## src/first_unique_letter_stream_macros.svh

```systemverilog
// assertion macros for the first unique letter stream block
// used by the top level, expects clk_i and rst_ni in scope
`ifndef FIRST_UNIQUE_LETTER_STREAM_MACROS_SVH
`define FIRST_UNIQUE_LETTER_STREAM_MACROS_SVH

// same-cycle implication
`define FULS_ASSERT_NOW(label, ante, cons) \
  label: assert property (@(posedge clk_i) disable iff (!rst_ni) (ante) |-> (cons)) \
    else $error("fuls: same-cycle check failed");

// next-cycle implication
`define FULS_ASSERT_NEXT(label, ante, cons) \
  label: assert property (@(posedge clk_i) disable iff (!rst_ni) (ante) |=> (cons)) \
    else $error("fuls: next-cycle check failed");

`endif

```

## src/fuls_pkg.sv

```systemverilog
// shared types and constants for the first unique letter stream block
// no dependencies
package fuls_pkg;

  localparam int LetterWidth     = 5;
  localparam int AlphabetDefault = 26;

  typedef logic [LetterWidth-1:0] letter_t;

  typedef struct packed {
    letter_t letter;
    logic    new_stream;
  } in_item_t;

  typedef struct packed {
    logic    found;
    letter_t unique_letter;
  } out_item_t;

  // item travelling down the cell row
  typedef struct packed {
    letter_t letter;
    logic    in_range;
    logic    clear;
    logic    hit;
    logic    found;
    letter_t ans;
  } token_t;

endpackage

```

## src/fuls_stream_if.sv

```systemverilog
// valid/ready channel carrying one item of a given payload type
// depends on nothing, payload type given at instantiation
interface fuls_stream_if #(
  parameter type payload_t = logic
);
  logic     valid;
  logic     ready;
  payload_t payload;

  modport source (output valid, output payload, input ready);
  modport sink   (input valid, input payload, output ready);
endinterface

```

## src/fuls_cell.sv

```systemverilog
// one letter cell of the first-seen order row
// uses fuls_pkg::token_t, passes the item to its right neighbor each cycle while en_i is high
module fuls_cell (
  input  logic            clk_i,
  input  logic            rst_ni,
  input  logic            en_i,
  input  logic            valid_i,
  input  fuls_pkg::token_t tok_i,
  output logic            valid_o,
  output fuls_pkg::token_t tok_o
);

  logic              used_q, used_d;
  logic              dup_q, dup_d;
  fuls_pkg::letter_t letter_q, letter_d;
  logic              cur_used, cur_dup, match, claim;
  logic              valid_q;
  fuls_pkg::token_t  tok_q, tok_d;

  always_comb begin
    cur_used = tok_i.clear ? 1'b0 : used_q;
    cur_dup  = tok_i.clear ? 1'b0 : dup_q;
    match    = cur_used && tok_i.in_range && (letter_q == tok_i.letter);
    claim    = !cur_used && tok_i.in_range && !tok_i.hit;
    used_d   = cur_used | claim;
    dup_d    = cur_dup | match;
    letter_d = claim ? tok_i.letter : letter_q;
    tok_d     = tok_i;
    tok_d.hit = tok_i.hit | match | claim;
    if (!tok_i.found && used_d && !dup_d) begin
      tok_d.found = 1'b1;
      tok_d.ans   = letter_d;
    end
  end

  always_ff @(posedge clk_i or negedge rst_ni) begin
    if (!rst_ni) begin
      used_q  <= 1'b0;
      dup_q   <= 1'b0;
      valid_q <= 1'b0;
    end else if (en_i) begin
      valid_q <= valid_i;
      if (valid_i) begin
        used_q <= used_d;
        dup_q  <= dup_d;
      end
    end
  end

  always_ff @(posedge clk_i) begin
    if (en_i) begin
      tok_q <= tok_d;
      if (valid_i) begin
        letter_q <= letter_d;
      end
    end
  end

  assign valid_o = valid_q;
  assign tok_o   = tok_q;

endmodule

```

## src/first_unique_letter_stream.sv

```systemverilog
// first unique letter stream: an accepted item passes through each of the ALPHABET letter cells in turn to the result
// throughput one item per cycle while the output is not stalled, set by the row of ALPHABET letter cells
// each cell handles an item, registers it and hands it on; a stalled output stalls the row
// reset clears all cell and item valid flags at once, no clearing pass
// depends on fuls_pkg, fuls_stream_if, fuls_cell, first_unique_letter_stream_macros.svh
`include "first_unique_letter_stream_macros.svh"

module first_unique_letter_stream #(
  parameter int ALPHABET = fuls_pkg::AlphabetDefault
) (
  input  logic          clk_i,
  input  logic          rst_ni,
  fuls_stream_if.sink   in_i,
  fuls_stream_if.source out_o
);

  logic             en;
  logic             in_fire;
  logic             valid_chain [ALPHABET+1];
  fuls_pkg::token_t tok_chain   [ALPHABET+1];
  fuls_pkg::in_item_t  in_item;
  fuls_pkg::out_item_t out_item;

  assign in_item = in_i.payload;
  assign en      = !valid_chain[ALPHABET] || out_o.ready;
  assign in_i.ready = en;
  assign in_fire = in_i.valid && en;

  assign valid_chain[0] = in_i.valid;
  assign tok_chain[0]   = '{
    letter:   in_item.letter,
    in_range: int'(in_item.letter) < ALPHABET,
    clear:    in_item.new_stream,
    hit:      1'b0,
    found:    1'b0,
    ans:      '0
  };

  for (genvar g = 0; g < ALPHABET; g++) begin : g_cell
    fuls_cell u_cell (
      .clk_i   (clk_i),
      .rst_ni  (rst_ni),
      .en_i    (en),
      .valid_i (valid_chain[g]),
      .tok_i   (tok_chain[g]),
      .valid_o (valid_chain[g+1]),
      .tok_o   (tok_chain[g+1])
    );
  end

  always_comb begin
    out_item.found         = tok_chain[ALPHABET].found;
    out_item.unique_letter = tok_chain[ALPHABET].ans;
  end

  assign out_o.valid   = valid_chain[ALPHABET];
  assign out_o.payload = out_item;

  `FULS_ASSERT_NOW(a_none_is_zero, out_o.valid && !out_item.found, out_item.unique_letter == '0)
  `FULS_ASSERT_NOW(a_ans_in_range, out_o.valid && out_item.found,
                   int'(out_item.unique_letter) < ALPHABET)
  `FULS_ASSERT_NEXT(a_fresh_claims_first,
                    in_fire && in_item.new_stream && tok_chain[0].in_range,
                    tok_chain[1].found && tok_chain[1].ans == $past(in_item.letter))

endmodule
```

## src/flat_wrapper.sv

```systemverilog
// flat-port wrapper written by rule: the top's interface ports become plain ports
module first_unique_letter_stream_flat 
#(
  parameter int ALPHABET = fuls_pkg::AlphabetDefault
)
  (clk_i, rst_ni, in_i_valid, in_i_payload, in_i_ready, out_o_valid, out_o_payload, out_o_ready);
  fuls_stream_if in_i_i ();
  fuls_stream_if out_o_i ();
  input  logic clk_i;
  input  logic rst_ni;
  input wire logic [$bits(in_i_i.valid)-1:0] in_i_valid;
  input wire logic [$bits(in_i_i.payload)-1:0] in_i_payload;
  output wire logic [$bits(in_i_i.ready)-1:0] in_i_ready;
  output wire logic [$bits(out_o_i.valid)-1:0] out_o_valid;
  output wire logic [$bits(out_o_i.payload)-1:0] out_o_payload;
  input wire logic [$bits(out_o_i.ready)-1:0] out_o_ready;
  assign in_i_i.valid = in_i_valid;
  assign in_i_i.payload = in_i_payload;
  assign in_i_ready = in_i_i.ready;
  assign out_o_valid = out_o_i.valid;
  assign out_o_payload = out_o_i.payload;
  assign out_o_i.ready = out_o_ready;
  first_unique_letter_stream #(.ALPHABET(ALPHABET)) u_core (.clk_i(clk_i), .rst_ni(rst_ni), .in_i(in_i_i), .out_o(out_o_i));
endmodule
```

## config.mk

```make
export PLATFORM = sky130hd
export DESIGN_NAME = first_unique_letter_stream_flat
export DESIGN_NICKNAME = d
export VERILOG_FILES = /design/src/fuls_pkg.sv /design/src/fuls_stream_if.sv /design/src/fuls_cell.sv /design/src/first_unique_letter_stream.sv /design/src/flat_wrapper.sv
export VERILOG_INCLUDE_DIRS = /design/src /design/src/src
export SDC_FILE = /design/constraint.sdc
export NUM_CORES = 1
export LEC_CHECK = 0
export BUFFER_PORTS_ARGS = -buffer_cell sky130_fd_sc_hd__buf_2
export CAP_MARGIN = 15
export CORE_ASPECT_RATIO = 1.5
export CORE_UTILIZATION = 60
export DETAILED_ROUTE_END_ITERATION = 16
export PLACE_DENSITY = 0.86
export SYNTH_ARGS = -nofsm -noshare
export SYNTH_HDL_FRONTEND = slang
export SYNTH_HIERARCHICAL = 1
export SYNTH_SLANG_ARGS = --single-unit
```

## constraint.sdc

```tcl
create_clock -name clk_i -period 17.4 [get_ports clk_i]
set_input_delay 3.48 -clock clk_i [delete_from_list [all_inputs] [get_ports clk_i]]
set_output_delay 3.48 -clock clk_i [all_outputs]
set_load 0.1 [all_outputs]
```

* Word-level counts from Yosys, hierarchy flattened
Index checks and enable logic that the tools add are counted.
** Operators by class
- Mux-type cells :: 104
- Bitwise operators :: 100
- Reduce and logical (&&, ||, !) cells :: 256
** Operator list (number)
- 5-bit logical NOT :: 26
- 5-bit two-way mux :: 26
- 1-bit logical NOT :: 102
- 1-bit logical AND :: 101
- 1-bit OR :: 100
- 1-bit two-way mux :: 77
- 2-bit AND reduction :: 26
- 6-bit two-way mux :: 1
- 1-bit logical OR :: 1
** Storage, ports and cells
- Output and inout port bits :: 3
- Word-level logic and storage cells :: 665
- Bits in registers :: 309

* Longest topological paths before layout
Gate-level depths: netlist (run 1).
- Depth after elaboration :: 7
- Gate-level depth with buffers :: 4
- Depth with buffers taken out :: 4

* Hierarchy
Netlist (run 1), hierarchy kept.
** Modules (own cells, without submodules)
- fuls_cell :: area an instance 978.4 µm², instances 26, cells an instance 58
- first_unique_letter_stream :: area an instance 13.8 µm², instances 1, cells an instance 3

* Least setup slack after synthesis (run 1)
Ideal clock, no wire load.
- Path type :: input-to-output
- Start point :: input port out_o_ready
- End point :: output port in_i_ready
- Buffers on the path :: 0
- Cell stages on the path :: 1
- Data arrival time :: 14.078 ns
- Slack :: -0.158 ns
- Cell sequence :: nand2b_1
** On the way
- Word-level cells in the longest chain between the ends :: 1
** Ends and longest elaborated chain
- start, declared :: line flat_wrapper.sv:16 : input wire logic [$bits(out_o_i.ready)-1:0] out_o_ready;
- 1-bit logical OR :: line first_unique_letter_stream.sv:25 : assign en = !valid_chain[ALPHABET] || out_o.ready;
- end, declared :: line flat_wrapper.sv:13 : output wire logic [$bits(in_i_i.ready)-1:0] in_i_ready;
Every way passes these cells.

* Worst setup path after layout (run 1)
Ends and elaborated chain as after synthesis.

==> results of run 1 <==
-- layer usage --
layer  track usage  part of all wire  vias to the layer above
li1              -                 -                     4857
met1        0.2295              0.37                     5333
met2        0.3916              0.56                      213
met3       0.02901             0.031                       93
met4       0.09091             0.036                        0
met5             0                 0                        -
-- per-stage QoR --
stage | std cells | hold slack, ps | instance area [um^2] | power, uW
after floorplan | 1313 | 449.4 | 20570 | 2694
after global placement | 1746 | 465.6 | 21180 | 2851
after detailed placement | 1746 | 478.2 | 21180 | 2905
after CTS | 1826 | 491.2 | 22680 | 3911
after global routing | 1826 | 500.8 | 22680 | 4047
final | 1826 | 488.6 | 22680 | 3884
-- final cells by class --
type	count	share of cell area
flip-flops and latches	459	0.5905
multi-input cells	776	0.3037
clock buffers	58	0.05395
well taps	420	0.02317
inverters	78	0.01291
clock inverters	22	0.01219
repair buffers	13	0.003641
-- layout by cell type (no fill, tap or decap) --
master      count
edfxtp_1      381
mux2_2        130
xor2_1        130
nand2_1       129
inv_1          78
o21ai_0        78
dfrtp_1        78
nand2b_4       53
clkbuf_16      44
nand2b_2       26
nor4_4         26
nor3b_2        26
a221o_1        26
a21oi_4        26
mux2_4         26
nand3_1        26
a21oi_1        25
or2_2          25
conb_1         24
clkbuf_8        7
clkbuf_1        7
buf_4           7
bufinv_16       6
clkinv_2        6
buf_2           6
clkinv_1        5
clkinvlp_4      3
inv_6           1
clkinv_8        1
-- worst max-delay path by stage --
stage                            from  cells past startpoint  slack, ps          to
after floorplan           out_o_ready                      1       2520  in_i_ready
after global placement    out_o_ready                      3       9220  in_i_ready
after detailed placement  out_o_ready                      3       9210  in_i_ready
after CTS                 out_o_ready                      3       9200  in_i_ready
after global routing      out_o_ready                      3       9160  in_i_ready
final                     out_o_ready                      3       9220  in_i_ready
-- registers in the layout (all words and copies together) (netlist names) --
| signal | cells |
|---|---|
| u_core/g_cell.u_cell/dup_q | 26 |
| u_core/g_cell.u_cell/letter_q | 130 |
| u_core/g_cell.u_cell/tok_o | 251 |
| u_core/g_cell.u_cell/used_q | 26 |
| u_core/g_cell.u_cell/valid_o | 26 |
-- power by group --
group | internal [uW] | switching (uW) | total, uW
Clock | 584 | 396 | 980
Sequential | 1750 | 354 | 2110
Combinational | 326 | 471 | 797
==> results.md, run 1 <==
* Crit path buf inv count at 2
* Setup TNS at 0 ps
* Worst-path fanout max at 46
* Final ANT Viol Nets at 0
* Antenna violations before repair at 0
* Syn avg cell area at around 16 um^2
* Core area at 33550 um^2
* Worst slew pin tran at 1045 ps
* Worst r2r src: u_core/g_cell[25].u_cell/valid_o$_DFFE_PN0P_
* Area grow syn2layout at 10.73%
* Initial DRC count at 607
* Final Hold Vio Count at 0
* HP Start: u_core/g_cell[5].u_cell/tok_o[11]$_DFFE_PP_
* F_max at around 120 MHz
* Setup Fix Bufs, Post-CTS at 0
* Reg2Reg Depth at 5
* WHS Path Cells at 0
* Pre-CTS WS at 9209 ps
* Outcome: finished clean
* Clk_lat worst skew at 550 ps
* First-pass GRT wire length at 56990 um
* DR vias/cell at around 5.7
* PnR worst setup slack at around 9200 ps
* Starting Density at 0.6105
* Layout cells sized above 1 at 0.2980
* Pre-antenna DRT Iters at 5
* Die W at 152.9 um
* Row cnt at 82
* Crit path DAT at 4700 ps
* Worst-path cell with the longest stage delay: buf_2
* Minimum clock period at 8182 ps
* H-tree lvl count at 2
* Max-Cap Viols at 0
* Worst-path clk slew at approximately 60 ps
* R2R Path End: u_core/g_cell[13].u_cell/letter_q[3]$_DFFE_PP_
* HP Class: reg2reg
* Total Routing Usage GR at 0.2072
* Startpoint Class: input pin
* CP cell instances: buf_2, nand2b_4, buf_2
* Cts hold-fix bufs at 0
* DRC violations left at 0
* Wire per inst at slightly below 20 um
* Mapped cell area at 20480 um^2
* DR vias at 10500
* TritonCTS clock tree: built
* Yosys warns at 6
* Height of the die at ~230 um
* Critical setup path kind: in2out
* CP top delay family: buffers and inverters
* Slew HR at 0.3032
* DRT Wirelength at 35350 um
* PwrDens at 171.2 nW/um^2
* Kind of end point of the critical path: output pin
* Area of the multi-input gates at 6888 um^2
* Port Buffer Count at 7
* Inserted Clock Buffers at 43
* Residual overflow from global routing at 0
* Critical path's most frequent cell: buf_2
* Placer Congestion at ~0.78
* Die area at 34900 um^2
* Cells after Synth at ~1300
* Sequential cell area at 13390 um^2
* # resized after CTS at 0
* Hold Path Sink: u_core/g_cell[6].u_cell/tok_o[11]$_DFFE_PP_
* Fin. max-slew vios at 0
* Post-layout util at 0.6761
* Clock root buffer: clkbuf_16
* Leak Pwr at approximately 0.0084 uW
* Fillcell total at 2041
* # clock sinks at 459
* Largest net degree at the start of global routing at 92
* Clk buf depth at 3
* Tcrit/Tclk final at 0.4702
* Io pins at 8
* R2R Setup Slk at 13840 ps
* RSZ-0062 raised after global routing: no
* Max VDD drop at 0.1291 mV
* DP HPWL at 23150 um
* Final setup fails at 0
* Ant diodes at 0
* Number of global-route vias before repair at 11270
* Max incr delay on CP at 550 ps
* Final layout net count at 1376
* CP Data Required Time at 13920 ps
* Layout Skew at 20.92 ps
Note: power is estimated with default switching activity, not from simulation.
==> run 2, diff against run 1 <==
PLACE_DENSITY = 0.83   (was 0.86)
clock period = 7.69 ns   (was 17.4 ns; I/O delays follow)
==> run 2 against run 1 <==
- setup slack worse by 5400 ps
- sequential share of layout area is 0.34 points higher
- critical path type unchanged
- power grew 120%
- clock power increased by 110%
- routed wire length is 3.9% lower
- non-clock buffer count stayed put
- die area did not move
- critical path depth unchanged
- hold slack got worse by 3.9 ps
- via count down 1.2%
- combinational power grew 120%
==> results.md, run 2 (synthesis gave the netlist of run 1 again) <==
* Max-Cap Viols at 0
* Row cnt at 82
* Layout cells sized above 1 at 0.2929
* Placed cells at between 1500 and 2000
* TritonCTS clock tree: built
* Number of global-route vias before repair at 11270
* Cts hold-fix bufs at 0
* Startpoint Class: input pin
* Sw Pwr at 2686 uW
* Fin cells at 1823
* Area grow syn2layout at 10.10%
* Io pins at 8
* Critical setup path kind: in2out
* Initial DRC count at between 500 and 600
* Final Hold Vio Count at 0
* Wire per inst at 18.62 um
* Final layout net count at 1375
* DP HPWL at 23240 um
* Clock root buffer: clkbuf_16
* Inserted Clock Buffers at 42
* Gate power share at 0.207
* Switching power share of the total at 0.3132
* Worst slew pin tran at roughly 1000 ps
* PnR worst setup slack at 3825 ps
* H-tree lvl count at 2
* Core area at between 30000 and 40000 um^2
* Worst r2r src: u_core/g_cell[25].u_cell/valid_o$_DFFE_PN0P_
* Int Pwr at 5889 uW
* Placer Congestion at 0.8011
* Crit path DAT at 2330 ps
* Worst-path clk slew at 60 ps
* HP Start: u_core/g_cell[21].u_cell/dup_q$_DFFE_PN0P_
* First-pass GRT wire length at 56290 um
* CP Data Required Time at 6150 ps
* Tcrit/Tclk final at 0.5025
* Die W at 152.9 um
* Max FFs per register at roughly 250
* DR vias at 10370
* Crit path buf inv count at 2
* Setup TNS at 0 ps
* Slew HR at 0.3346
* RSZ-0062 raised after global routing: no
* R2R Setup Slk at 4690 ps
* PwrDens at roughly 380 nW/um^2
* Commonest cells after routing, fill and taps aside: edfxtp_1 (381), mux2_2 (130), xor2_1 (130)
* Fin area at 22550 um^2
* # clock sinks at between 400 and 500
* Layout Skew at 15.17 ps
* Die area at ~35000 um^2
* F_max at 258.8 MHz
* Ant diodes at 0
* WHS Path Cells at 2
* Max VDD drop at 0.3170 mV
* # resized after CTS at 0
* DR vias/cell at ~5.7
* Largest net degree at the start of global routing at approximately 90
* CP cell instances: buf_2, nand2b_4, buf_2
* HP Class: reg2reg
* Critical path depth at 3
* Pre-antenna DRT Iters at 6
* Antenna violations before repair at 0
* Register share of total power at 0.555
* Reg2Reg Depth at 5
* Setup Fix Bufs, Post-CTS at 0
* Starting Density at 0.6105
* Outcome: finished clean
* Fin. max-slew vios at 0
* Height of the die at 228.3 um
* Residual overflow from global routing at 0
* Clk pwr share at 0.238
* Worst-path fanout max at 6
* Final ANT Viol Nets at 0
* Final setup fails at 0
* Placed cell areas at 21170 um^2
* Critical path's most frequent cell: buf_2
* Leading cell type in the layout, fill and taps excluded: edfxtp_1
* DRT Wirelength at around 34000 um
* CP top delay family: buffers and inverters
* Clk buf depth at 3
* Max incr delay on CP at just under 500 ps
* Total Routing Usage GR at 0.2036
* Total power at approximately 8600 uW
* DRC violations left at 0
* Minimum clock period at 3865 ps
* Port Buffer Count at 7
* Leak Pwr at around 0.0083 uW
* Worst-path cell with the longest stage delay: buf_2
* R2R Path End: u_core/g_cell[11].u_cell/letter_q[3]$_DFFE_PP_
* Clk_lat worst skew at 540 ps
* Pre-CTS WS at 3472 ps
* Kind of end point of the critical path: output pin
* Hold Path Sink: u_core/g_cell[21].u_cell/dup_q$_DFFE_PN0P_
## run 2: cell count changes in the layout (fill, tap and decap cells not counted), sizes merged
cell	previous run	this run
clkinvlp	3	1
clkinv	12	8
bufinv	6	3
clkbuf	58	64
## run 2: how the worst max path moves through the flow
stage	slack, ps	endpoint	start
after global placement	3540	u_core/g_cell[12].u_cell/letter_q[2]$_DFFE_PP_	out_o_ready
after detailed placement	3470	u_core/g_cell[18].u_cell/letter_q[2]$_DFFE_PP_	out_o_ready
final	3830	in_i_ready	out_o_ready
after global routing	3790	in_i_ready	out_o_ready
after floorplan	460	in_i_ready	out_o_ready
after CTS	3800	in_i_ready	out_o_ready
## run 2: through the flow
| step | util | hold slack [ps] |
|---|---|---|
| 6_report | 0.6722 | 484.8 |
| 5_1_grt | 0.6722 | 505.1 |
| 4_1_cts | 0.6714 | 485.3 |
| 3_5_place_dp | 0.6311 | 471.4 |
| 3_3_place_gp | 0.6311 | 466.0 |
| 2_1_floorplan | - | 449.4 |
## run 2: tightest hold or removal path: stages (launching register included)
cell and delay [ps]:
dfrtp_1 350, nand2_1 50, o21ai_0 60
## run 2: metal layers
layer / share of wire / up-vias / global-route usage
li1: - / 4848 / -
met1: 0.37 / 5227 / 0.2202
met2: 0.56 / 212 / 0.3893
met3: 0.034 / 83 / 0.03110
met4: 0.041 / 0 / 0.08807
met5: 0 / - / 0
## run 2: final cells by class
cell class	count	area, um^2
clock inverters	13	145.1
repair buffers	13	102.6
flip-flops and latches	459	13390
multi-input cells	776	6888
inverters	78	292.8
well taps	420	525.5
clock buffers	64	1205
fillers	2164	11000
## run 2: power by group through the flow
stage | registers, uW | clock network (uW) | logic [uW]
global route | 4860 | 2170 | 1930
global placement | 4740 | 0 | 1710
floorplan | 4580 | 0 | 1450
CTS | 4760 | 2080 | 1800
detailed placement | 4780 | 0 | 1780
finish | 4760 | 2040 | 1780
